## src/sv/sha256_pkg.sv

```systemverilog
// Shared types, constants and round functions for the SHA-256 digest unit.
// No dependencies.
`default_nettype none
package sha256_pkg;

	localparam int BlockBytes = 64;
	localparam int Rounds = 64;
	localparam int QueueDepth = 4;
	localparam logic [7:0] PadByte = 8'h80;

	typedef logic [31:0] word_t;

	// Item passed from the byte collector to the compression engine.
	typedef struct packed {
		logic [511:0] block;  // big-endian block, byte 0 in the top bits
		logic         emit;   // last block of a message: emit digest after it
	} blk_item_t;

	typedef enum logic [1:0] {
		ST_IDLE,
		ST_ROUND,
		ST_ADD,
		ST_EMIT
	} eng_state_t;

	typedef enum logic [1:0] {
		FS_COLLECT,
		FS_PAD2
	} fr_state_t;

	function automatic word_t round_k(input logic [5:0] t);
		word_t k [0:63];
		k = '{
			32'h428a2f98, 32'h71374491, 32'hb5c0fbcf, 32'he9b5dba5, 32'h3956c25b,
			32'h59f111f1, 32'h923f82a4, 32'hab1c5ed5, 32'hd807aa98, 32'h12835b01,
			32'h243185be, 32'h550c7dc3, 32'h72be5d74, 32'h80deb1fe, 32'h9bdc06a7,
			32'hc19bf174, 32'he49b69c1, 32'hefbe4786, 32'h0fc19dc6, 32'h240ca1cc,
			32'h2de92c6f, 32'h4a7484aa, 32'h5cb0a9dc, 32'h76f988da, 32'h983e5152,
			32'ha831c66d, 32'hb00327c8, 32'hbf597fc7, 32'hc6e00bf3, 32'hd5a79147,
			32'h06ca6351, 32'h14292967, 32'h27b70a85, 32'h2e1b2138, 32'h4d2c6dfc,
			32'h53380d13, 32'h650a7354, 32'h766a0abb, 32'h81c2c92e, 32'h92722c85,
			32'ha2bfe8a1, 32'ha81a664b, 32'hc24b8b70, 32'hc76c51a3, 32'hd192e819,
			32'hd6990624, 32'hf40e3585, 32'h106aa070, 32'h19a4c116, 32'h1e376c08,
			32'h2748774c, 32'h34b0bcb5, 32'h391c0cb3, 32'h4ed8aa4a, 32'h5b9cca4f,
			32'h682e6ff3, 32'h748f82ee, 32'h78a5636f, 32'h84c87814, 32'h8cc70208,
			32'h90befffa, 32'ha4506ceb, 32'hbef9a3f7, 32'hc67178f2};
		return k[t];
	endfunction

	function automatic word_t init_hash(input logic [2:0] i);
		word_t h [0:7];
		h = '{32'h6a09e667, 32'hbb67ae85, 32'h3c6ef372, 32'ha54ff53a,
			32'h510e527f, 32'h9b05688c, 32'h1f83d9ab, 32'h5be0cd19};
		return h[i];
	endfunction

	function automatic word_t ror(input word_t v, input int n);
		return (v >> n) | (v << (32 - n));
	endfunction

	function automatic word_t sig0(input word_t x);
		return ror(x, 7) ^ ror(x, 18) ^ (x >> 3);
	endfunction

	function automatic word_t sig1(input word_t x);
		return ror(x, 17) ^ ror(x, 19) ^ (x >> 10);
	endfunction

	function automatic word_t bsig0(input word_t x);
		return ror(x, 2) ^ ror(x, 13) ^ ror(x, 22);
	endfunction

	function automatic word_t bsig1(input word_t x);
		return ror(x, 6) ^ ror(x, 11) ^ ror(x, 25);
	endfunction

endpackage
`default_nettype wire

```

## src/sv/sha256_engine.sv

```systemverilog
// Compression engine: one round per cycle, then hash update and, after a message's last block, digest output.
// Depends on sha256_pkg.
`default_nettype none
module sha256_engine (
	input  wire                    clk,
	input  wire                    arst_n,
	input  sha256_pkg::blk_item_t  item,
	input  wire                    item_valid,
	output logic                   item_ready,
	output logic [31:0]            digest_word,
	output logic [2:0]             word_index,
	output logic                   last_word,
	output logic                   out_valid,
	input  wire                    out_ready
);
	import sha256_pkg::*;

	eng_state_t  state_q, state_d;
	word_t       h_q [0:7];
	word_t       v_q [0:7];
	word_t       w_q [0:15];
	logic [5:0]  t_q;
	logic        emit_q;
	logic [2:0]  idx_q;

	word_t w_new, t1, t2;
	logic  start;

	// The schedule window shifts by one word each round; w_q[0] is W[t].
	assign w_new = sig1(w_q[14]) + w_q[9] + sig0(w_q[1]) + w_q[0];
	assign t1 = v_q[7] + bsig1(v_q[4]) + ((v_q[4] & v_q[5]) ^ (~v_q[4] & v_q[6]))
		+ round_k(t_q) + w_q[0];
	assign t2 = bsig0(v_q[0]) + ((v_q[0] & v_q[1]) ^ (v_q[0] & v_q[2]) ^ (v_q[1] & v_q[2]));

	always_comb begin
		state_d = state_q;
		unique case (state_q)
			ST_IDLE:  if (item_valid) state_d = ST_ROUND;
			ST_ROUND: if (t_q == 6'd63) state_d = ST_ADD;
			ST_ADD:   state_d = emit_q ? ST_EMIT : ST_IDLE;
			ST_EMIT:  if (out_ready && idx_q == 3'd7) state_d = ST_IDLE;
			default:  state_d = ST_IDLE;
		endcase
	end

	always_comb begin
		item_ready = (state_q == ST_IDLE);
		out_valid = (state_q == ST_EMIT);
		digest_word = h_q[idx_q];
		word_index = idx_q;
		last_word = (idx_q == 3'd7);
	end

	assign start = item_valid && item_ready;

	always_ff @(posedge clk or negedge arst_n) begin
		if (!arst_n) begin
			state_q <= ST_IDLE;
			t_q <= '0;
			idx_q <= '0;
			for (int i = 0; i < 8; i++) h_q[i] <= init_hash(3'(i));
		end else begin
			state_q <= state_d;
			if (state_q == ST_ROUND) t_q <= t_q + 6'd1;
			if (state_q == ST_ADD)
				for (int i = 0; i < 8; i++) h_q[i] <= h_q[i] + v_q[i];
			if (state_q == ST_EMIT && out_ready) begin
				idx_q <= idx_q + 3'd1;
				if (idx_q == 3'd7)
					for (int i = 0; i < 8; i++) h_q[i] <= init_hash(3'(i));
			end
		end
	end

	always_ff @(posedge clk) begin
		if (start) begin
			emit_q <= item.emit;
			for (int i = 0; i < 16; i++) w_q[i] <= item.block[511-32*i -: 32];
			for (int i = 0; i < 8; i++) v_q[i] <= h_q[i];
		end else if (state_q == ST_ROUND) begin
			for (int i = 0; i < 15; i++) w_q[i] <= w_q[i+1];
			w_q[15] <= w_new;
			v_q[7] <= v_q[6];
			v_q[6] <= v_q[5];
			v_q[5] <= v_q[4];
			v_q[4] <= v_q[3] + t1;
			v_q[3] <= v_q[2];
			v_q[2] <= v_q[1];
			v_q[1] <= v_q[0];
			v_q[0] <= t1 + t2;
		end
	end

endmodule
`default_nettype wire
```

## config.mk

```make
export PLATFORM = sky130hd
export DESIGN_NAME = sha256_engine
export DESIGN_NICKNAME = d
export VERILOG_FILES = /design/src/sv/sha256_pkg.sv /design/src/sv/sha256_engine.sv
export SDC_FILE = /design/constraint.sdc
export NUM_CORES = 2
export LEC_CHECK = 0
export BUFFER_PORTS_ARGS = -buffer_cell sky130_fd_sc_hd__buf_4
export CORE_UTILIZATION = 55
export CTS_CLUSTER_DIAMETER = 60
export DETAILED_ROUTE_END_ITERATION = 8
export GPL_TIMING_DRIVEN = 0
export PLACE_DENSITY = 0.77
export SYNTH_ARGS = -nofsm -noshare
export SYNTH_HDL_FRONTEND = slang
export SYNTH_SLANG_ARGS = --single-unit
```

## constraint.sdc

```tcl
create_clock -name clk -period 39.1 [get_ports clk]
set_input_delay 7.82 -clock clk [delete_from_list [all_inputs] [get_ports clk]]
set_output_delay 7.82 -clock clk [all_outputs]
set_load 0.02 [all_outputs]
```

==> run metrics <==
MaxCap Viol Count 9; ys flop type edfxtp_1; yosys synthesis warning count 0; first-pass GRT wire length 448.5 mm; full die area 132,900 sq um; Slew Limit Fails 77; failing checks max-capacitance violations, max-slew violations; startpoint class of the critical path flip-flop; Final min period 13.49 ns; Cell Area, Synth 72,300 sq um; Top Layer Used met5; Data required, critical path 39.64 ns; # setup viols final 0; Final Hold Violating Endpoints 0; Rel. slew slack -0.07463; gr ovfl total 0; CTS Root Cell clkbuf_16; clock sinks 1,036; Mean Syn Cell Area 9.139 sq um; overall routing resource usage 0.4801; final hold slack 0.5079 ns; status complete, but fails checks; H-tree Lvls 4; number of synthesized register bits 1,036; Clk pin slew, worst setup/hold paths 0.06 ns; setup_tns 0 ns; Layout area overhead 15.89%; setup repair bufs after CTS 0; period utilisation layout 0.3450; Async S/R FF share, synth 0.2577; crit path capture type flip-flop; post_cts resized 0; Worst-Skew Late Latency 0.82 ns; initial antenna violation count 18; hold_buf cts 0; Final Net Count 9,727; share of post-route cells with drive strength above 1 0.1309; Distinct cells, synth 97; Final Util 0.6446; WL/cell 30.81 um; initial core utilization 0.5562; unrepaired setup endpoints after global routing false; Num CTS Buffers 132; Least-Margin Pin Slew 1.612 ns; DR vias/cell 6.457; via count 67,690; HPWL Detailed 251.9 mm; vias in the first global route 63,430; Crit Path Category reg -> reg; Ports 555; die height 364.6 um; Max Freq 74.13 MHz; worst-path fanout max 14; Crit path arrival time 14.03 ns; Post-synth EDFFs 769; final WL 323.0 mm; DR DRC count 0; Crit-path slowest cell nor2_1; site row count 132; register area share after synthesis 0.4142; Synth Instances 7,911; Max Clock Skew 0.05984 ns; CTS max path bufs 3; drt first pass iters 9; most frequent CP cell a21o_1; Final ANT Viol Nets 0; Min-Delay Path Class reg -> reg; met1 wire length 115.5 mm; GPL Wtd Cong 1.093; Horiz. Die Dim 364.6 um; core footprint 130,000 sq um; drt first-iter violations 10,320; Worst path max stage delay 1.13 ns; CTS tree done; met3 wire length 46.29 mm; Syn Nets 9,018; largest net degree at the start of global routing 86; port bufs 554; DR WL met2 132.2 mm
## per-stage QoR
stage | setup WS (ns) | cell area [sq um] | cells
after CTS | 26.19 | 83730 | 10470
final | 25.61 | 83780 | 10480
after detailed placement | 26.21 | 79160 | 10230
after floorplan | 12.81 | 72300 | 7911
after global routing | 25.48 | 83770 | 10480
after global placement | 3.748 | 78640 | 10210
## critical path: cells and delay by family, from the launching register on
family | cells | cell delay [ns]
DFF | 1 | 0.51
AOI/OAI and AO/OA | 17 | 3.53
adders and majority gates | 8 | 3.70
and+or+nand+nor | 6 | 2.84
xor gates and xnor gates | 2 | 0.61
buffers and inverters | 7 | 1.99
## placed cells by master (no fill, tap or decap), types with 195 or more instances in the layout
master and count:
a21oi_1 461, buf_4 554, nand2_1 2535, fa_1 195, a21o_1 204, nor2_1 303
xnor2_1 390, clkbuf_1 368, edfxtp_1 769, inv_1 322, o21ai_0 348, ha_1 395
## per-layer routing
layer  global-route usage  vias up
met5              0.01743        -
met1               0.6090    32460
met3               0.1611     1173
met2               0.6832     5437
li1                     -    28610
met4               0.3459       12
## kinds of logic (layout without fill, tap and decap cells)
family | after synthesis | count (layout) | share of synthesized area
AOI/OAI and AO/OA | 1564 | 1564 | 0.1388
xor gates and xnor gates | 565 | 565 | 0.06844
adders and majority gates | 593 | 593 | 0.1228
buffers and inverters | 734 | 1555 | 0.03814
DFF | 1036 | 1036 | 0.4142
muxes | 154 | 154 | 0.03534
other | 0 | 9 | 0
and+or+nand+nor | 3265 | 3265 | 0.1824
## worst paths after layout
kind / startpoint / end / slack [ns] / depth (start not counted)
setup / recovery: t_q[1] / v_q[0][30] / 25.61 / 40
hold / removal: w_q[0][141] / w_q[0][109] / 0.51 / 2
setup reg to reg: t_q[1] / v_q[0][30] / 25.61 / 40
hold reg to reg: w_q[0][141] / w_q[0][109] / 0.51 / 2
max in group asynchronous: arst_n / h_q[254] / 30.86 / 3
min in group asynchronous: arst_n / h_q[68] / 6.95 / 1
## layout make-up
class                      instances  area (sq um)
timing repair buffer             575          4684
tap                             1742          2180
inverter                         324          1216
buffer                           410          1564
clock buffer                     156          3463
sequential                      1036         29940
clock inverter                    90          1105
fill                           10750         46200
antenna                            9         22.52
multi-input combinational       6141         39610
## sequential cells by signal, summed over array words and instances (netlist names)
register,flops
t_q,6
emit_q,1
h_q,256
state_q,2
v_q,256
word_index,3
w_q,512
## synthesized netlist by cell type, types with 71 or more instances
library cell	count	share of area
fa_1	195	0.054
o211ai_1	91	0.0094
nor3_1	84	0.0058
nor2_1	303	0.016
dfstp_2	136	0.049
a211oi_1	71	0.0074
a21oi_1	461	0.032
xor2_1	175	0.021
dfrtp_1	131	0.045
o21ai_0	348	0.024
xnor2_1	390	0.047
a21o_1	204	0.021
clkbuf_1	365	0.019
mux4_2	75	0.023
nand3_1	93	0.0064
inv_1	322	0.017
nand2_1	2536	0.13
ha_1	395	0.068
edfxtp_1	769	0.32
Power is left out: the tool's default activity adds up to more than one toggle a clock period on the data nets, which glitch-free logic cannot reach.
