[config.mk]
export PLATFORM = sky130hd
export DESIGN_NAME = sha256_front
export DESIGN_NICKNAME = d
export VERILOG_FILES = /design/src/sv/sha256_pkg.sv /design/src/sv/sha256_front.sv
export SDC_FILE = /design/constraint.sdc
export NUM_CORES = 2
export LEC_CHECK = 0
export ABC_AREA = 1
export BUFFER_PORTS_ARGS = -buffer_cell sky130_fd_sc_hd__buf_2
export CAP_MARGIN = 25
export CORE_MARGIN = 1
export CORE_UTILIZATION = 45
export CTS_BUF_LIST = sky130_fd_sc_hd__clkbuf_4 sky130_fd_sc_hd__clkbuf_8 sky130_fd_sc_hd__clkbuf_16
export DETAILED_ROUTE_END_ITERATION = 16
export HOLD_SLACK_MARGIN = 0.03
export PLACE_DENSITY_LB_ADDON = 0.15
export SLEW_MARGIN = 20
export SYNTH_ARGS = -nofsm -noshare
export SYNTH_HDL_FRONTEND = slang
export SYNTH_SLANG_ARGS = --single-unit
[constraint.sdc]
create_clock -name clk -period 9.7 [get_ports clk]
set_input_delay 1.94 -clock clk [delete_from_list [all_inputs] [get_ports clk]]
set_output_delay 1.94 -clock clk [all_outputs]
set_load 0.03 [all_outputs]
[src/sv/sha256_pkg.sv]
// Shared types, constants and round functions for the SHA-256 digest unit.
// No dependencies.
`default_nettype none
package sha256_pkg;

	localparam int BlockBytes = 64;
	localparam int Rounds = 64;
	localparam int QueueDepth = 4;
	localparam logic [7:0] PadByte = 8'h80;

	typedef logic [31:0] word_t;

	// Item passed from the byte collector to the compression engine.
	typedef struct packed {
		logic [511:0] block;  // big-endian block, byte 0 in the top bits
		logic         emit;   // last block of a message: emit digest after it
	} blk_item_t;

	typedef enum logic [1:0] {
		ST_IDLE,
		ST_ROUND,
		ST_ADD,
		ST_EMIT
	} eng_state_t;

	typedef enum logic [1:0] {
		FS_COLLECT,
		FS_PAD2
	} fr_state_t;

	function automatic word_t round_k(input logic [5:0] t);
		word_t k [0:63];
		k = '{
			32'h428a2f98, 32'h71374491, 32'hb5c0fbcf, 32'he9b5dba5, 32'h3956c25b,
			32'h59f111f1, 32'h923f82a4, 32'hab1c5ed5, 32'hd807aa98, 32'h12835b01,
			32'h243185be, 32'h550c7dc3, 32'h72be5d74, 32'h80deb1fe, 32'h9bdc06a7,
			32'hc19bf174, 32'he49b69c1, 32'hefbe4786, 32'h0fc19dc6, 32'h240ca1cc,
			32'h2de92c6f, 32'h4a7484aa, 32'h5cb0a9dc, 32'h76f988da, 32'h983e5152,
			32'ha831c66d, 32'hb00327c8, 32'hbf597fc7, 32'hc6e00bf3, 32'hd5a79147,
			32'h06ca6351, 32'h14292967, 32'h27b70a85, 32'h2e1b2138, 32'h4d2c6dfc,
			32'h53380d13, 32'h650a7354, 32'h766a0abb, 32'h81c2c92e, 32'h92722c85,
			32'ha2bfe8a1, 32'ha81a664b, 32'hc24b8b70, 32'hc76c51a3, 32'hd192e819,
			32'hd6990624, 32'hf40e3585, 32'h106aa070, 32'h19a4c116, 32'h1e376c08,
			32'h2748774c, 32'h34b0bcb5, 32'h391c0cb3, 32'h4ed8aa4a, 32'h5b9cca4f,
			32'h682e6ff3, 32'h748f82ee, 32'h78a5636f, 32'h84c87814, 32'h8cc70208,
			32'h90befffa, 32'ha4506ceb, 32'hbef9a3f7, 32'hc67178f2};
		return k[t];
	endfunction

	function automatic word_t init_hash(input logic [2:0] i);
		word_t h [0:7];
		h = '{32'h6a09e667, 32'hbb67ae85, 32'h3c6ef372, 32'ha54ff53a,
			32'h510e527f, 32'h9b05688c, 32'h1f83d9ab, 32'h5be0cd19};
		return h[i];
	endfunction

	function automatic word_t ror(input word_t v, input int n);
		return (v >> n) | (v << (32 - n));
	endfunction

	function automatic word_t sig0(input word_t x);
		return ror(x, 7) ^ ror(x, 18) ^ (x >> 3);
	endfunction

	function automatic word_t sig1(input word_t x);
		return ror(x, 17) ^ ror(x, 19) ^ (x >> 10);
	endfunction

	function automatic word_t bsig0(input word_t x);
		return ror(x, 2) ^ ror(x, 13) ^ ror(x, 22);
	endfunction

	function automatic word_t bsig1(input word_t x);
		return ror(x, 6) ^ ror(x, 11) ^ ror(x, 25);
	endfunction

endpackage
`default_nettype wire

[src/sv/sha256_front.sv]
// Byte collector and padder: assembles 64-byte blocks and pads the last one.
// Depends on sha256_pkg.
`default_nettype none
module sha256_front (
	input  wire                    clk,
	input  wire                    arst_n,
	input  wire  [7:0]             data_byte,
	input  wire                    has_byte,
	input  wire                    is_final,
	input  wire                    valid,
	output logic                   ready,
	output sha256_pkg::blk_item_t  blk,
	output logic                   blk_valid,
	input  wire                    blk_ready
);
	import sha256_pkg::*;

	logic [7:0]   buf_q [0:BlockBytes-1];
	logic [60:0]  count_q;
	fr_state_t    state_q, state_d;
	logic [63:0]  bits_q;
	logic         wrap_q;

	logic         take;
	logic         wrap;
	logic [5:0]   pos;
	logic [5:0]   fpos;
	logic [60:0]  count_inc;
	logic [60:0]  fcount;
	logic [511:0] cur_blk;
	logic [511:0] pad_blk;
	logic [511:0] len_blk;

	assign pos = count_q[5:0];
	assign count_inc = count_q + 61'd1;
	assign fcount = has_byte ? count_inc : count_q;
	assign fpos = fcount[5:0];
	// This transfer's byte fills the block, so padding starts a fresh block.
	assign wrap = has_byte && pos == 6'd63;

	// Block as it stands after this transfer's byte, padded if final.
	always_comb begin
		for (int i = 0; i < BlockBytes; i++) begin
			logic [7:0] b;
			b = buf_q[i];
			if (has_byte && i == int'(pos)) b = data_byte;
			cur_blk[511-8*i -: 8] = b;
			if (i == int'(fpos)) b = PadByte;
			else if (i > int'(fpos)) b = 8'h00;
			pad_blk[511-8*i -: 8] = b;
		end
		if (fpos < 6'd56) pad_blk[63:0] = {fcount, 3'b000};
		len_blk = {(wrap_q ? PadByte : 8'h00), 440'd0, bits_q};
	end

	always_comb begin
		state_d = state_q;
		unique case (state_q)
			FS_COLLECT: if (take && is_final && (wrap || fpos >= 6'd56)) state_d = FS_PAD2;
			FS_PAD2:    if (blk_ready) state_d = FS_COLLECT;
			default:    state_d = FS_COLLECT;
		endcase
	end

	always_comb begin
		ready = 1'b0;
		blk_valid = 1'b0;
		blk.block = cur_blk;
		blk.emit = 1'b0;
		unique case (state_q)
			FS_COLLECT: begin
				// A transfer that completes a block needs queue space.
				if (valid && (is_final || wrap)) begin
					ready = blk_ready;
					blk_valid = 1'b1;
					if (is_final && !wrap) begin
						blk.block = pad_blk;
						blk.emit = (fpos < 6'd56);
					end
				end else begin
					ready = 1'b1;
				end
			end
			FS_PAD2: begin
				blk_valid = 1'b1;
				blk.block = len_blk;
				blk.emit = 1'b1;
			end
			default: ;
		endcase
	end

	assign take = valid && ready;

	always_ff @(posedge clk or negedge arst_n) begin
		if (!arst_n) begin
			state_q <= FS_COLLECT;
			count_q <= '0;
		end else begin
			state_q <= state_d;
			if (take) count_q <= is_final ? 61'd0 : fcount;
		end
	end

	always_ff @(posedge clk) begin
		if (take && has_byte) buf_q[pos] <= data_byte;
		if (take) begin
			bits_q <= {fcount, 3'b000};
			wrap_q <= wrap;
		end
	end

endmodule
`default_nettype wire

==> results by group <==
GRT
  – Antenna violations before repair: 2
  – Overflow after GRT: 0
  – Number of global-route vias before repair: 27280
  – Largest net degree at the start of global routing: 88
  – GRT Util Overall: 0.3563
  – First-pass GRT wire length: 190300 um

STA
  – Tcrit/Tclk final: 0.7981
  – Period minus WS final: 7741 ps
  – Setup violators final: 0
  – Max-slew headroom: 0.2558
  – Fin. max-slew vios: 0
  – Count of final hold-check violations: 0
  – Fmax: 129.2 MHz
  – Fin Clk Skew: 29.89 ps
  – RSZ-0062 raised after global routing: no
  – Setup tns final: 0 ps
  – Worst Tran Pin Value: 1112 ps

Floorplan
  – Die area: 73340 um^2
  – Die Y-Extent: 270.8 um
  – Starting density of the core: 0.4549
  – IO Count: 529
  – Std cell rows: 98
  – DIE WIDTH: 270.8 um
  – Core ar.: 71490 um^2

Critical path
  – Crit. End Element: primary output
  – Startpoint types: input pin
  – Max Fanout on Critical Path: 43
  – CP required: 7760 ps
  – R2r worst-path depth: 11
  – CP Class: input pin to primary output
  – CP arrival: 5800 ps

Placement
  – Placed cell areas: 35990 um^2
  – I/O Buffers: 528
  – Routability-driven placement congestion ratio: 1.033
  – Inst Count DP: 4931
  – DPL Wire Length: 93000 um

Detailed routing
  – Drt pass-1 iters: 6
  – Via Count: 29697
  – DR iter-0 viols: 3935
  – Final ANT Viol Nets: 0
  – Residual DRC: 0
  – Total wire length: 133600 um
  – WL per Instance: 26.34 um
  – Vias per inst: 5.854

Logic synthesis
  – EDFF count, synth: 574
  – Yosys reg bits: 636
  – Mapped Avg Cell Area: 9.058 um^2
  – Ys Warns: 0
  – Cells after synthesis: 3590
  – Mapped Area: 32520 um^2
  – Post-synth top cells: nand2_1, nor2_1, edfxtp_1, o21ai_0, a21oi_1
  – Most numerous cell in the Yosys netlist: nand2_1
  – Yosys top cell area share: 0.5301
  – Syn Nets: 3608
  – Sequential-to-total area share from yosys stat: 0.5778
  – Area leader, netlist: edfxtp_1
  – Top post-synthesis cells by area: edfxtp_1, nand2_1, nor2_1
  – Ys flop type: edfxtp_1
  – Ys async rst share: 0.09748
  – Post-synthesis cell type count: 53

Clocking
  – Root Driver: clkbuf_16
  – Post-CTS Setup Bufs: 0
  – Clk_lat worst skew: 640 ps
  – PostCTS Resize Cnt: 0
  – CTS Hold Bufs: 0
  – CTS tree: done
  – Num CTS Buffers: 72
  – TritonCTS Sinks: 636
  – Worst-path clk slew: 60 ps
  – H-tree Lvls: 3
  – Clock tree buffer depth: 3

Hold path
  – Worst min path class: flop to flop
  – Hold path cells: 2

Finish
  – Post-Layout Cell Count: 5073
  – Layout cells sized above 1: 0.2018
  – Layout net count: 4081
  – Synth-to-layout area growth: 18.03%
  – Final Cell Area: 38380 um^2
  – # diodes: 0

Pwr
  – PwrDens: 167.5 nW/um^2
  – Peak supply drop: 131.8 uV
  – Leakage: 15.26 nW

Flow run
  – Number of max-cap violations: 0

Outcome
  – Outcome: completed
## critical path, cell delays in order
cell     delay [ps]
buf_2           220
inv_2           290
nor2_4           60
buf_4           260
nand2_2         260
nand3_4         320
inv_4           440
nand2_4         300
inv_2           760
o21ai_2         220
nand3_1         400
nor2_1           90
buf_2           190
## sequential cells by signal, summed over array words and instances, names as in the netlist
| register | count |
|---|---|
| bits_q | 61 |
| buf_q | 512 |
| count_q | 61 |
| state_q | 1 |
| wrap_q | 1 |
## final timing paths
check | from | to | slack (ps)
setup reg to reg | count_q[0] | buf_q[44][5] | 4360
min in group asynchronous | arst_n | count_q[38] | 1530
setup / recovery | has_byte | blk[79] | 1960
max in group asynchronous | arst_n | state_q[0] | 7460
hold / removal | count_q[10] | count_q[10] | 560
hold reg to reg | count_q[10] | count_q[10] | 560
## layout by cell type (no fill, tap or decap), types with 21 or more instances in the layout
cell type  instances
nand2_1          716
nor2_1           648
edfxtp_1         574
buf_2            530
o21ai_0          259
a21oi_1          252
inv_1            219
nor3_1           128
a211oi_1         123
nand3_1          109
clkbuf_16         75
dfrtp_1           61
buf_4             54
nand4_1           31
xor2_1            28
o22ai_1           27
a31oi_1           26
clkbuf_4          26
nor2_2            21
## stage by stage
step	hold WS [ps]	worst slack, ps	utilization	total power [mW]
after floorplan	509.7	3756	-	3.455
after global placement	539.5	2129	0.5030	3.752
after detailed placement	545.2	2030	0.5034	3.752
after CTS	560.0	2031	0.5360	6.424
after global routing	608.1	1807	0.5369	6.558
final	562.2	1959	0.5369	6.428
## layout make-up
| cell class | instances | area [um^2] |
|---|---|---|
| flip-flops and latches | 636 | 18790 |
| clock buffers | 105 | 2127 |
| multi-input cells | 2521 | 12050 |
| fillers | 6607 | 33100 |
| inverters | 247 | 942.2 |
| repair buffers | 585 | 3078 |
| well taps | 950 | 1189 |
| clock inverters | 29 | 205.2 |
## per-layer routing
| metal | track usage | part of all wire | vias to the layer above |
|---|---|---|---|
| met5 | 0 | 0.000097 | - |
| met4 | 0.1401 | 0.040 | 2 |
| met3 | 0.08023 | 0.11 | 276 |
| met2 | 0.5437 | 0.45 | 1865 |
| met1 | 0.4924 | 0.40 | 14204 |
| li1 | - | - | 13350 |
## cell families (layout without fill, tap and decap cells)
family	after synthesis	count (layout)	share of synthesized area
mux	35	35	0.01147
fa+ha+maj	4	4	0.001539
buf+inv	433	966	0.05221
xor+xnor	30	30	0.008888
flops	636	636	0.5778
compound gates	746	746	0.1311
simple gates	1706	1706	0.2171
## power breakdown
part / leakage, nW / internal (mW) / total [mW] / switching [mW]
sequential: 6.09 / 3.01 / 3.01 / 0.00728
combinational: 8.00 / 0.123 / 0.697 / 0.575
clock: 1.17 / 1.54 / 2.72 / 1.17
Note: power is estimated with default switching activity, not from simulation.
