**src/sv/sha256_pkg.sv**
```systemverilog
// Shared types, constants and round functions for the SHA-256 digest unit.
// No dependencies.
`default_nettype none
package sha256_pkg;

	localparam int BlockBytes = 64;
	localparam int Rounds = 64;
	localparam int QueueDepth = 4;
	localparam logic [7:0] PadByte = 8'h80;

	typedef logic [31:0] word_t;

	// Item passed from the byte collector to the compression engine.
	typedef struct packed {
		logic [511:0] block;  // big-endian block, byte 0 in the top bits
		logic         emit;   // last block of a message: emit digest after it
	} blk_item_t;

	typedef enum logic [1:0] {
		ST_IDLE,
		ST_ROUND,
		ST_ADD,
		ST_EMIT
	} eng_state_t;

	typedef enum logic [1:0] {
		FS_COLLECT,
		FS_PAD2
	} fr_state_t;

	function automatic word_t round_k(input logic [5:0] t);
		word_t k [0:63];
		k = '{
			32'h428a2f98, 32'h71374491, 32'hb5c0fbcf, 32'he9b5dba5, 32'h3956c25b,
			32'h59f111f1, 32'h923f82a4, 32'hab1c5ed5, 32'hd807aa98, 32'h12835b01,
			32'h243185be, 32'h550c7dc3, 32'h72be5d74, 32'h80deb1fe, 32'h9bdc06a7,
			32'hc19bf174, 32'he49b69c1, 32'hefbe4786, 32'h0fc19dc6, 32'h240ca1cc,
			32'h2de92c6f, 32'h4a7484aa, 32'h5cb0a9dc, 32'h76f988da, 32'h983e5152,
			32'ha831c66d, 32'hb00327c8, 32'hbf597fc7, 32'hc6e00bf3, 32'hd5a79147,
			32'h06ca6351, 32'h14292967, 32'h27b70a85, 32'h2e1b2138, 32'h4d2c6dfc,
			32'h53380d13, 32'h650a7354, 32'h766a0abb, 32'h81c2c92e, 32'h92722c85,
			32'ha2bfe8a1, 32'ha81a664b, 32'hc24b8b70, 32'hc76c51a3, 32'hd192e819,
			32'hd6990624, 32'hf40e3585, 32'h106aa070, 32'h19a4c116, 32'h1e376c08,
			32'h2748774c, 32'h34b0bcb5, 32'h391c0cb3, 32'h4ed8aa4a, 32'h5b9cca4f,
			32'h682e6ff3, 32'h748f82ee, 32'h78a5636f, 32'h84c87814, 32'h8cc70208,
			32'h90befffa, 32'ha4506ceb, 32'hbef9a3f7, 32'hc67178f2};
		return k[t];
	endfunction

	function automatic word_t init_hash(input logic [2:0] i);
		word_t h [0:7];
		h = '{32'h6a09e667, 32'hbb67ae85, 32'h3c6ef372, 32'ha54ff53a,
			32'h510e527f, 32'h9b05688c, 32'h1f83d9ab, 32'h5be0cd19};
		return h[i];
	endfunction

	function automatic word_t ror(input word_t v, input int n);
		return (v >> n) | (v << (32 - n));
	endfunction

	function automatic word_t sig0(input word_t x);
		return ror(x, 7) ^ ror(x, 18) ^ (x >> 3);
	endfunction

	function automatic word_t sig1(input word_t x);
		return ror(x, 17) ^ ror(x, 19) ^ (x >> 10);
	endfunction

	function automatic word_t bsig0(input word_t x);
		return ror(x, 2) ^ ror(x, 13) ^ ror(x, 22);
	endfunction

	function automatic word_t bsig1(input word_t x);
		return ror(x, 6) ^ ror(x, 11) ^ ror(x, 25);
	endfunction

endpackage
`default_nettype wire

```
**src/sv/sha256_queue.sv**
```systemverilog
// Small FIFO of padded blocks between the collector and the engine.
// Depends on sha256_pkg.
`default_nettype none
module sha256_queue (
	input  wire                    clk,
	input  wire                    arst_n,
	input  sha256_pkg::blk_item_t  wr_item,
	input  wire                    wr_valid,
	output logic                   wr_ready,
	output sha256_pkg::blk_item_t  rd_item,
	output logic                   rd_valid,
	input  wire                    rd_ready
);
	import sha256_pkg::*;

	localparam int AW = $clog2(QueueDepth);

	blk_item_t       mem_q [0:QueueDepth-1];
	logic [AW-1:0]   wp_q, rp_q;
	logic [AW:0]     cnt_q;
	logic            push, pop;

	assign wr_ready = (cnt_q != (AW+1)'(QueueDepth));
	assign rd_valid = (cnt_q != '0);
	assign rd_item = mem_q[rp_q];
	assign push = wr_valid && wr_ready;
	assign pop = rd_valid && rd_ready;

	always_ff @(posedge clk or negedge arst_n) begin
		if (!arst_n) begin
			wp_q <= '0;
			rp_q <= '0;
			cnt_q <= '0;
		end else begin
			if (push) wp_q <= wp_q + 1'b1;
			if (pop) rp_q <= rp_q + 1'b1;
			cnt_q <= cnt_q + (AW+1)'(push) - (AW+1)'(pop);
		end
	end

	always_ff @(posedge clk) begin
		if (push) mem_q[wp_q] <= wr_item;
	end

endmodule
`default_nettype wire

```
**config.mk**
```make
export PLATFORM = sky130hd
export DESIGN_NAME = sha256_queue
export DESIGN_NICKNAME = d
export VERILOG_FILES = /design/src/sv/sha256_pkg.sv /design/src/sv/sha256_queue.sv
export SDC_FILE = /design/constraint.sdc
export NUM_CORES = 1
export LEC_CHECK = 0
export BUFFER_PORTS_ARGS = -buffer_cell sky130_fd_sc_hd__buf_4
export CELL_PAD_IN_SITES_DETAIL_PLACEMENT = 0
export CELL_PAD_IN_SITES_GLOBAL_PLACEMENT = 1
export CORE_AREA = 2 2 401 403
export CTS_CLUSTER_SIZE = 25
export DETAILED_ROUTE_END_ITERATION = 6
export DIE_AREA = 0 0 403 405
export GPL_TIMING_DRIVEN = 0
export PLACE_DENSITY_LB_ADDON = 0.15
export RECOVER_POWER = 100
export SLEW_MARGIN = 30
export SYNTH_ARGS = -nofsm -noshare
export SYNTH_HDL_FRONTEND = slang
export SYNTH_SLANG_ARGS = --single-unit
```
**constraint.sdc**
```tcl
create_clock -name clk -period 34.9 [get_ports clk]
set_clock_uncertainty 0.05 [all_clocks]
set_input_delay 5.235 -clock clk [delete_from_list [all_inputs] [get_ports clk]]
set_output_delay 5.235 -clock clk [all_outputs]
set_load 0.03 [all_outputs]
```
==> out/qor.yml, run 1 <==
setup_tns_ns: 0
synth_area_leaders: "edfxtp_1 (83%), mux4_2 (16%), buf_2 (0.44%)"
drcViolationCount: 0
grt_pass1_wl_mm: 257
syn_area_um2: 74300
cp_max_fo: 32
die_h_um: 405
holdPathStages: 2
drive_above_1_share: 0.210
power_density_nw_per_um2: 95.8
area_growth_pct: 17.8
crit_path_start_kind: "input port"
coreArea_um2: 159000
cts_tree: "yes"
fin_nets: 4561
crit_path_end_kind: "flop"
synth.distinct_cells: 22
wl_per_cell_um: 29.1
ys_ff_latch: 2059
failed_checks: "max-capacitance violations, max-slew violations"
routed_wl_mm: 184
cap_viol_max_count: 65
ios: 1032
slew_viol_final: 1870
io_buffers: 1031
synth_warnings: 0
status: "complete, but fails checks"
rsz0062_at_grt: "false"
synth-edff-count: 2052
via_count: 34559
period_minus_slack_ns: 13.20
ir_drop_mv: 0.0583
vias_per_cell: 5.47
cts.sinks: 2059
cp.arrival_ns: 13.54
overflow: 0
grt_pass1_vias: 35372
cts_buffers: 208
clk_path_buf_depth: 3
antenna_found_initial: 96
post-route-period-util: 0.378
htreeDepth: 4
p_leak_nw: 27.1
worst_pin_slew_ns: 2.21
setup_violations: 0
start_util: 0.466
syn_nets: 3244
synth_top_area_share: 0.829
cp_num_buf_inv: 6
cts_resized: 0
yosys.area.top_type: "edfxtp_1"
cp_slowest_cell: "clkbuf_1"
synthCells: 2720
die-width_um: 403
holdBufCountCts: 0
critical_path_depth: 7
crit_chain: "clkbuf_1, and3b_1, clkbuf_1, clkbuf_1, clkbuf_1, clkbuf_1, clkbuf_1"
dp_hpwl_mm: 130
clock_latency_ns: 0.78
routabilityCongestion: 0.738
whs_ns: 0.557
crit_family: "buffers and inverters"
critPathMostFrequentCell: "clkbuf_1"
grt_max_degree: 35
rr_worst_depth: 7
ant_nets: 0
rows: 147
postCtsSetupBuffers: 0
synth_ff_type: "edfxtp_1"
avgSynthCellArea_um2: 27.3
drtIter0Drc: 2927
hold_viol_final: 0
min_path_type: "flop to flop"
die_area_um2: 163000
root_buffer: "clkbuf_16"
cp.required_ns: 35.24
crit_type: "input port to flop"
ys_async_sr_fraction: 0.00340
cts.clk_slew.worst_paths_ns: 0.06
fmax_ghz: 0.0758
relSlewSlack: -0.471
slowest_delay_ns: 1.61
grt_usage: 0.223
first_pass_iters: 5
ys_seq_area_frac: 0.832
-- sequential cells by signal, summed over array words and instances (netlist names) --
| register | flops |
|---|---|
| wp_q | 2 |
| rp_q | 2 |
| cnt_q | 3 |
| mem_q | 2052 |
-- cells by family (layout without fill, tap and decap cells) --
group	after synthesis	in the layout	synth area share
buffers and inverters	120	1604	0.00923
multiplexers	513	513	0.156
flip-flops	2059	2059	0.832
XOR/XNOR	4	4	0.000472
AO/OA/AOI/OAI	4	4	0.000438
adder cells (fa/ha/maj)	7	7	0.00128
other	0	26	0
AND/OR/NAND/NOR	13	13	0.00135
-- cell usage after synthesis, types with 3 or more instances --
library cell / count
nand2b_1: 4
buf_2: 65
mux4_2: 513
ha_1: 6
and3b_1: 4
buf_4: 37
clkbuf_1: 8
edfxtp_1: 2052
xnor2_1: 3
inv_1: 6
dfrtp_1: 7
-- worst min-delay path: stages (launching register included) --
cell and delay (ns):
dfrtp_1 0.42, nand2b_1 0.08, o211ai_1 0.08
-- cells in the final DEF, fill, tap and decap left out, types with 4 or more instances in the layout --
cell type   count
and3b_1         4
buf_2          46
buf_4          58
bufinv_16       8
clkbuf_1     1171
clkbuf_16     211
clkinv_1       57
clkinv_16       4
clkinv_2       27
clkinvlp_4      4
dfrtp_1         7
diode_2        26
edfxtp_1     2052
ha_1            6
inv_1           6
mux4_2        513
nand2b_1        4
-- where the power goes --
| group | total (mW) | internal [mW] | switching, mW |
|---|---|---|---|
| logic | 2.95 | 0.869 | 2.08 |
| registers | 3.36 | 3.28 | 0.0867 |
| clock network | 2.06 | 1.17 | 0.898 |
| total | 8.38 | 5.31 | 3.07 |
-- cell type report --
cell class | count | area, um^2
Tap cell | 2086 | 2610
Clock inverter | 107 | 835
Buffer | 114 | 488
Timing Repair Buffer | 1107 | 4380
Fill cell | 12711 | 71800
Multi-Input combinational cell | 541 | 11800
Clock buffer | 270 | 5500
Inverter | 6 | 22.5
Sequential cell | 2059 | 61800
Antenna cell | 26 | 65.1
-- layer usage --
metal / GRT usage / vias up / wire (um) / part of all wire
met4: 0.0704 / 82 / 6550 / 0.036
met3: 0.0899 / 390 / 17600 / 0.096
met2: 0.372 / 1133 / 92300 / 0.50
li1: - / 14617 / - / -
met5: 0 / - / 530 / 0.0029
met1: 0.265 / 18337 / 66700 / 0.36
-- through the flow --
step | setup WS, ns | area, um^2 | util | cells | power (mW)
final | 21.70 | 87500 | 0.549 | 6316 | 8.38
after global routing | 21.00 | 87500 | 0.549 | 6303 | 8.73
after CTS | 26.10 | 92500 | 0.581 | 6290 | 8.94
after detailed placement | 26.98 | 86200 | 0.541 | 5913 | 6.86
after global placement | 6.28 | 84600 | 0.531 | 5837 | 7.33
after floorplan | 17.01 | 74300 | - | 2720 | 5.70
-- final timing paths --
kind,startpoint,to,slack [ns]
hold / removal,wp_q[1],wp_q[1],0.56
min in group asynchronous,arst_n,rp_q[1],4.30
max in group asynchronous,arst_n,wp_q[0],30.22
hold reg to reg,wp_q[1],wp_q[1],0.56
setup / recovery,wr_valid,mem_q[3][212],21.70
setup reg to reg,cnt_q[2],mem_q[3][212],25.68
(Power assumes the default switching activity.)
==> run 2, diff against run 1 <==
--- a/config.mk
+++ b/config.mk
@@ -8,10 +8,9 @@
 export BUFFER_PORTS_ARGS = -buffer_cell sky130_fd_sc_hd__buf_4
 export CELL_PAD_IN_SITES_DETAIL_PLACEMENT = 0
 export CELL_PAD_IN_SITES_GLOBAL_PLACEMENT = 1
-export CORE_AREA = 2 2 401 403
+export CORE_UTILIZATION = 46
 export CTS_CLUSTER_SIZE = 25
 export DETAILED_ROUTE_END_ITERATION = 6
-export DIE_AREA = 0 0 403 405
 export GPL_TIMING_DRIVEN = 0
 export PLACE_DENSITY_LB_ADDON = 0.15
 export RECOVER_POWER = 100
==> constraint.sdc (replaced) <==
create_clock -name clk -period 12.1 [get_ports clk]
set_clock_uncertainty 0.05 [all_clocks]
set_input_delay 1.815 -clock clk [delete_from_list [all_inputs] [get_ports clk]]
set_output_delay 1.815 -clock clk [all_outputs]
set_load 0.03 [all_outputs]
==> run 2 against run 1 <==
Effect of this change:
- the flow still finishes with violations (max-capacitance violations, max-slew violations)
- routed wire length shrank 0.44%
- total power grew to 2.9 times the previous value
- cell count grew 1.1%
- clock-buffer cell count grew 1
- critical endpoint is now mem_q[1][319]
==> out/qor.yml, run 2 (same netlist as run 1, synthesis figures left out) <==
drcViolationCount: 0
crit_chain: "clkbuf_1, and3b_1, clkbuf_1, clkbuf_1, clkbuf_1, clkbuf_1"
holdPathStages: 2
cts_tree: "yes"
ir_drop_mv: 0.168
area_growth_pct: 18.2
slew_viol_final: 1505
cp.arrival_ns: 8.30
post-route-period-util: 0.662
routed_wl_mm: 183
dp_hpwl_mm: 129
ant_nets: 0
p_leak_nw: 27.2
min_path_type: "flop to flop"
setup_violations: 0
power_mw: 24.2
ios: 1032
grt_pass1_wl_mm: 256
hold_viol_final: 0
crit_path_start_kind: "input port"
failed_checks: "max-capacitance violations, max-slew violations"
routabilityCongestion: 0.759
coreArea_um2: 160000
cts.clk_slew.worst_paths_ns: 0.06
cts_resized: 0
die_h_um: 404
worst_pin_slew_ns: 2.36
first_pass_iters: 7
rr_worst_depth: 6
rows: 147
grt_max_degree: 36
cp_max_fo: 30
crit_type: "input port to flop"
drtIter0Drc: 2262
antenna_found_initial: 92
top_regs: "mem_q x2052, cnt_q x3"
largest_reg_flops: 2052
grt_usage: 0.222
die_area_um2: 163000
cp_num_buf_inv: 5
fin_nets: 4555
period_minus_slack_ns: 8.01
overflow: 0
cts.sinks: 2059
final_cell_mix: "edfxtp_1 (2052), clkbuf_1 (1161), mux4_2 (513)"
vias_per_cell: 5.38
critical_path_depth: 6
whs_ns: 0.555
crit_family: "buffers and inverters"
die-width_um: 404
clock_latency_ns: 0.76
power_density_nw_per_um2: 276
rsz0062_at_grt: "false"
critPathMostFrequentCell: "clkbuf_1"
io_buffers: 1031
via_count: 34338
start_util: 0.463
cp_slowest_cell: "clkbuf_1"
fillCellCount: 12825
status: "complete, but fails checks"
multi_input_area_um2: 11800
top_register: "mem_q"
relSlewSlack: -0.574
htreeDepth: 4
clk_path_buf_depth: 3
root_buffer: "clkbuf_16"
cts_buffers: 205
grt_pass1_vias: 35278
cap_viol_max_count: 52
drive_above_1_share: 0.211
slowest_delay_ns: 1.53
wl_per_cell_um: 28.6
holdBufCountCts: 0
cp.required_ns: 12.40
layout_commonest_cell: "edfxtp_1"
crit_path_end_kind: "flop"
postCtsSetupBuffers: 0
seq_area_um2: 61800
fmax_ghz: 0.125
-- run 2: layout make-up --
| class | instances | area share |
|---|---|---|
| tap | 2160 | 0.0308 |
| inverter | 6 | 0.000256 |
| antenna | 39 | 0.00111 |
| timing repair buffer | 1104 | 0.0525 |
| clock buffer | 271 | 0.0617 |
| clock inverter | 90 | 0.00944 |
| buffer | 114 | 0.00628 |
| sequential | 2059 | 0.703 |
| multi-input combinational | 541 | 0.135 |
-- run 2: report_power, final --
group | switching (mW) | internal (mW) | total [mW]
Sequential | 0.249 | 9.44 | 9.69
Clock | 2.58 | 3.35 | 5.93
Combinational | 6.03 | 2.59 | 8.62
-- run 2: final timing paths --
| kind | from | end | slack (ns) |
|---|---|---|---|
| max in group asynchronous | arst_n | cnt_q[0] | 10.75 |
| setup / recovery | wr_valid | mem_q[1][319] | 4.09 |
| hold / removal | wp_q[1] | wp_q[1] | 0.55 |
| setup reg to reg | cnt_q[2] | mem_q[1][319] | 4.68 |
| min in group asynchronous | arst_n | rp_q[0] | 0.93 |
| hold reg to reg | wp_q[1] | wp_q[1] | 0.55 |
-- run 2: routing by layer --
layer  routed length [um]  global-route usage  vias to the layer above  part of all wire
li1                     -                   -                    14607                 -
met5                  513                   0                        -            0.0028
met2                92200               0.370                     1158              0.50
met1                64900               0.258                    18101              0.35
met3                18100              0.0919                      396             0.099
met4                 7120              0.0792                       76             0.039
-- run 2: metrics by stage --
| step | setup WS [ns] | area [um^2] | setup TNS [ns] | std cells | util |
|---|---|---|---|---|---|
| finish | 4.09 | 87800 | 0 | 6384 | 0.548 |
| CTS | 6.60 | 92500 | 0 | 6345 | 0.577 |
| detailed placement | 7.47 | 86200 | 0 | 5984 | 0.538 |
| global placement | -13.04 | 84700 | -9471.17 | 5911 | 0.528 |
| floorplan | -2.37 | 74300 | -1215.22 | 2720 | - |
| global route | 3.43 | 87800 | 0 | 6369 | 0.548 |
-- run 2: worst min-delay path: stages (launching register included) --
cell and delay, ns:
dfrtp_1 0.41, nand2b_1 0.08, o211ai_1 0.07
==> run 3, diff against run 2 <==
==> constraint.sdc (replaced) <==
create_clock -name clk -period 6.76 [get_ports clk]
set_clock_uncertainty 0.05 [all_clocks]
set_input_delay 1.014 -clock clk [delete_from_list [all_inputs] [get_ports clk]]
set_output_delay 1.014 -clock clk [all_outputs]
set_load 0.03 [all_outputs]
==> run 3 against run 2 <==
Effect of this change:
- the flow still finishes with violations (max-capacitance violations, max-slew violations)
- sequential cell count unchanged
- worst setup slack got worse by 2.7 ns
- worst hold slack got worse by 0.19 ns
- critical endpoint is now rd_item[225]
==> out/qor.yml, run 3 (same netlist as run 1, synthesis figures left out) <==
ant_nets: 0
rows: 147
htreeDepth: 4
layout_commonest_cell: "edfxtp_1"
postCtsSetupBuffers: 0
die_area_um2: 163000
ios: 1032
area_growth_pct: 19.1
coreArea_um2: 160000
via_count: 34336
r2r-end: "mem_q[3][249]"
wl_per_cell_um: 28.3
grt_pass1_vias: 35505
slew_viol_final: 701
power.share.clock: 0.245
hold_viol_final: 0
setup_tns_ns: 0
first_pass_iters: 5
drcViolationCount: 0
setup_violations: 0
cts_buffers: 205
die_h_um: 404
p_int_mw: 27.6
fin_nets: 4559
dp_hpwl_mm: 129
ir_drop_mv: 0.271
crit_path_end_kind: "output port"
min_path_type: "input port to flop"
crit_type: "flop to output port"
clk_path_buf_depth: 3
relSlewSlack: -0.497
reg2reg_slack_ns: 1.56
final_cell_mix: "edfxtp_1 (2052), clkbuf_1 (1109), mux4_2 (513)"
cts.clk_slew.worst_paths_ns: 0.06
final_area_um2: 88500
power_frac_seq: 0.397
min_to: "mem_q[3][441]"
holdPathStages: 1
grt_max_degree: 35
start_util: 0.463
status: "complete, but fails checks"
routed_wl_mm: 181
rsz0062_at_grt: "false"
post-route-period-util: 0.797
grt_pass1_wl_mm: 254
p_leak_nw: 27.5
clock_latency_ns: 0.81
fin_util: 0.552
top_register: "mem_q"
r2r_start: "cnt_q[2]"
routabilityCongestion: 0.761
hold_start: "wr_item[441]"
io_buffers: 1031
largest_reg_flops: 2052
dpl-instance-area_um2: 86300
whs_ns: 0.365
cts_resized: 0
worst_pin_slew_ns: 2.25
root_buffer: "clkbuf_16"
power_density_nw_per_um2: 492
drive_above_1_share: 0.224
comb_power_share: 0.358
holdBufCountCts: 1
p_sw_frac: 0.366
grt_usage: 0.221
crit_path_start_kind: "flop"
antenna_found_initial: 94
cts_tree: "yes"
top_regs: "mem_q x2052, cnt_q x3"
power_mw: 43.5
cts.sinks: 2059
cp.required_ns: 5.70
cp_max_fo: 10
cap_viol_max_count: 25
fmax_ghz: 0.186
period_minus_slack_ns: 5.39
vias_per_cell: 5.37
die-width_um: 404
rr_worst_depth: 6
overflow: 0
failed_checks: "max-capacitance violations, max-slew violations"
p_switching_mw: 15.9
cp.arrival_ns: 4.32
drtIter0Drc: 2388
run 3: cell count changes in the layout (fill, tap and decap cells not counted), sizes merged, moves of 6 or more:
cell / before / now
clkbuf: 1368 / 1315
buf: 121 / 170
clkinv: 72 / 97
diode: 39 / 33
run 3: area by class of cell:
class | count | area [um^2]
fillers | 12710 | 71900
flip-flops and latches | 2059 | 61800
multi-input cells | 541 | 11800
clock buffers | 264 | 5350
repair buffers | 1108 | 5090
well taps | 2160 | 2700
clock inverters | 113 | 997
plain buffers | 114 | 612
diodes | 33 | 82.6
inverters | 6 | 22.5
run 3: worst max path at each step:
stage | depth (start not counted) | endpoint | startpoint | slack [ns]
5_1_grt | 5 | rd_item[482] | rp_q[0] | 1.09
2_1_floorplan | 1 | mem_q[3][0] | wr_valid | -0.97
6_report | 5 | rd_item[225] | rp_q[1] | 1.37
3_3_place_gp | 2 | mem_q[3][246] | wr_valid | -6.35
3_5_place_dp | 5 | rd_item[372] | rp_q[0] | 3.02
4_1_cts | 5 | rd_item[372] | rp_q[0] | 2.07
run 3: worst max-delay path, stage by stage (launching register included):
cell,delay (ns)
dfrtp_1,0.32
clkbuf_1,0.99
clkbuf_1,0.72
clkbuf_1,0.61
mux4_2,0.34
clkbuf_1,0.50
run 3: routing by layer:
metal  up-vias  routed length, um  track usage
li1      14627                  -            -
met2      1119              92400        0.373
met1     18108              63800        0.250
met5         -                576            0
met4        88               5990       0.0755
met3       394              18400       0.0955
run 3: through the flow:
step / setup WS, ns / cells
floorplan: -0.973 / 2720
detailed placement: 3.02 / 5987
CTS: 2.07 / 6365
global placement: -6.35 / 5911
global route: 1.09 / 6379
finish: 1.37 / 6398
run 3: power by group through the flow:
stage / clock network, mW / logic [mW] / registers [mW]
6_report: 10.7 / 15.6 / 17.3
5_1_grt: 11.4 / 16.4 / 17.5
4_1_cts: 10.9 / 18.0 / 17.2
3_5_place_dp: 0 / 17.9 / 17.5
3_3_place_gp: 0 / 17.3 / 18.4
2_1_floorplan: 0 / 10.5 / 17.8
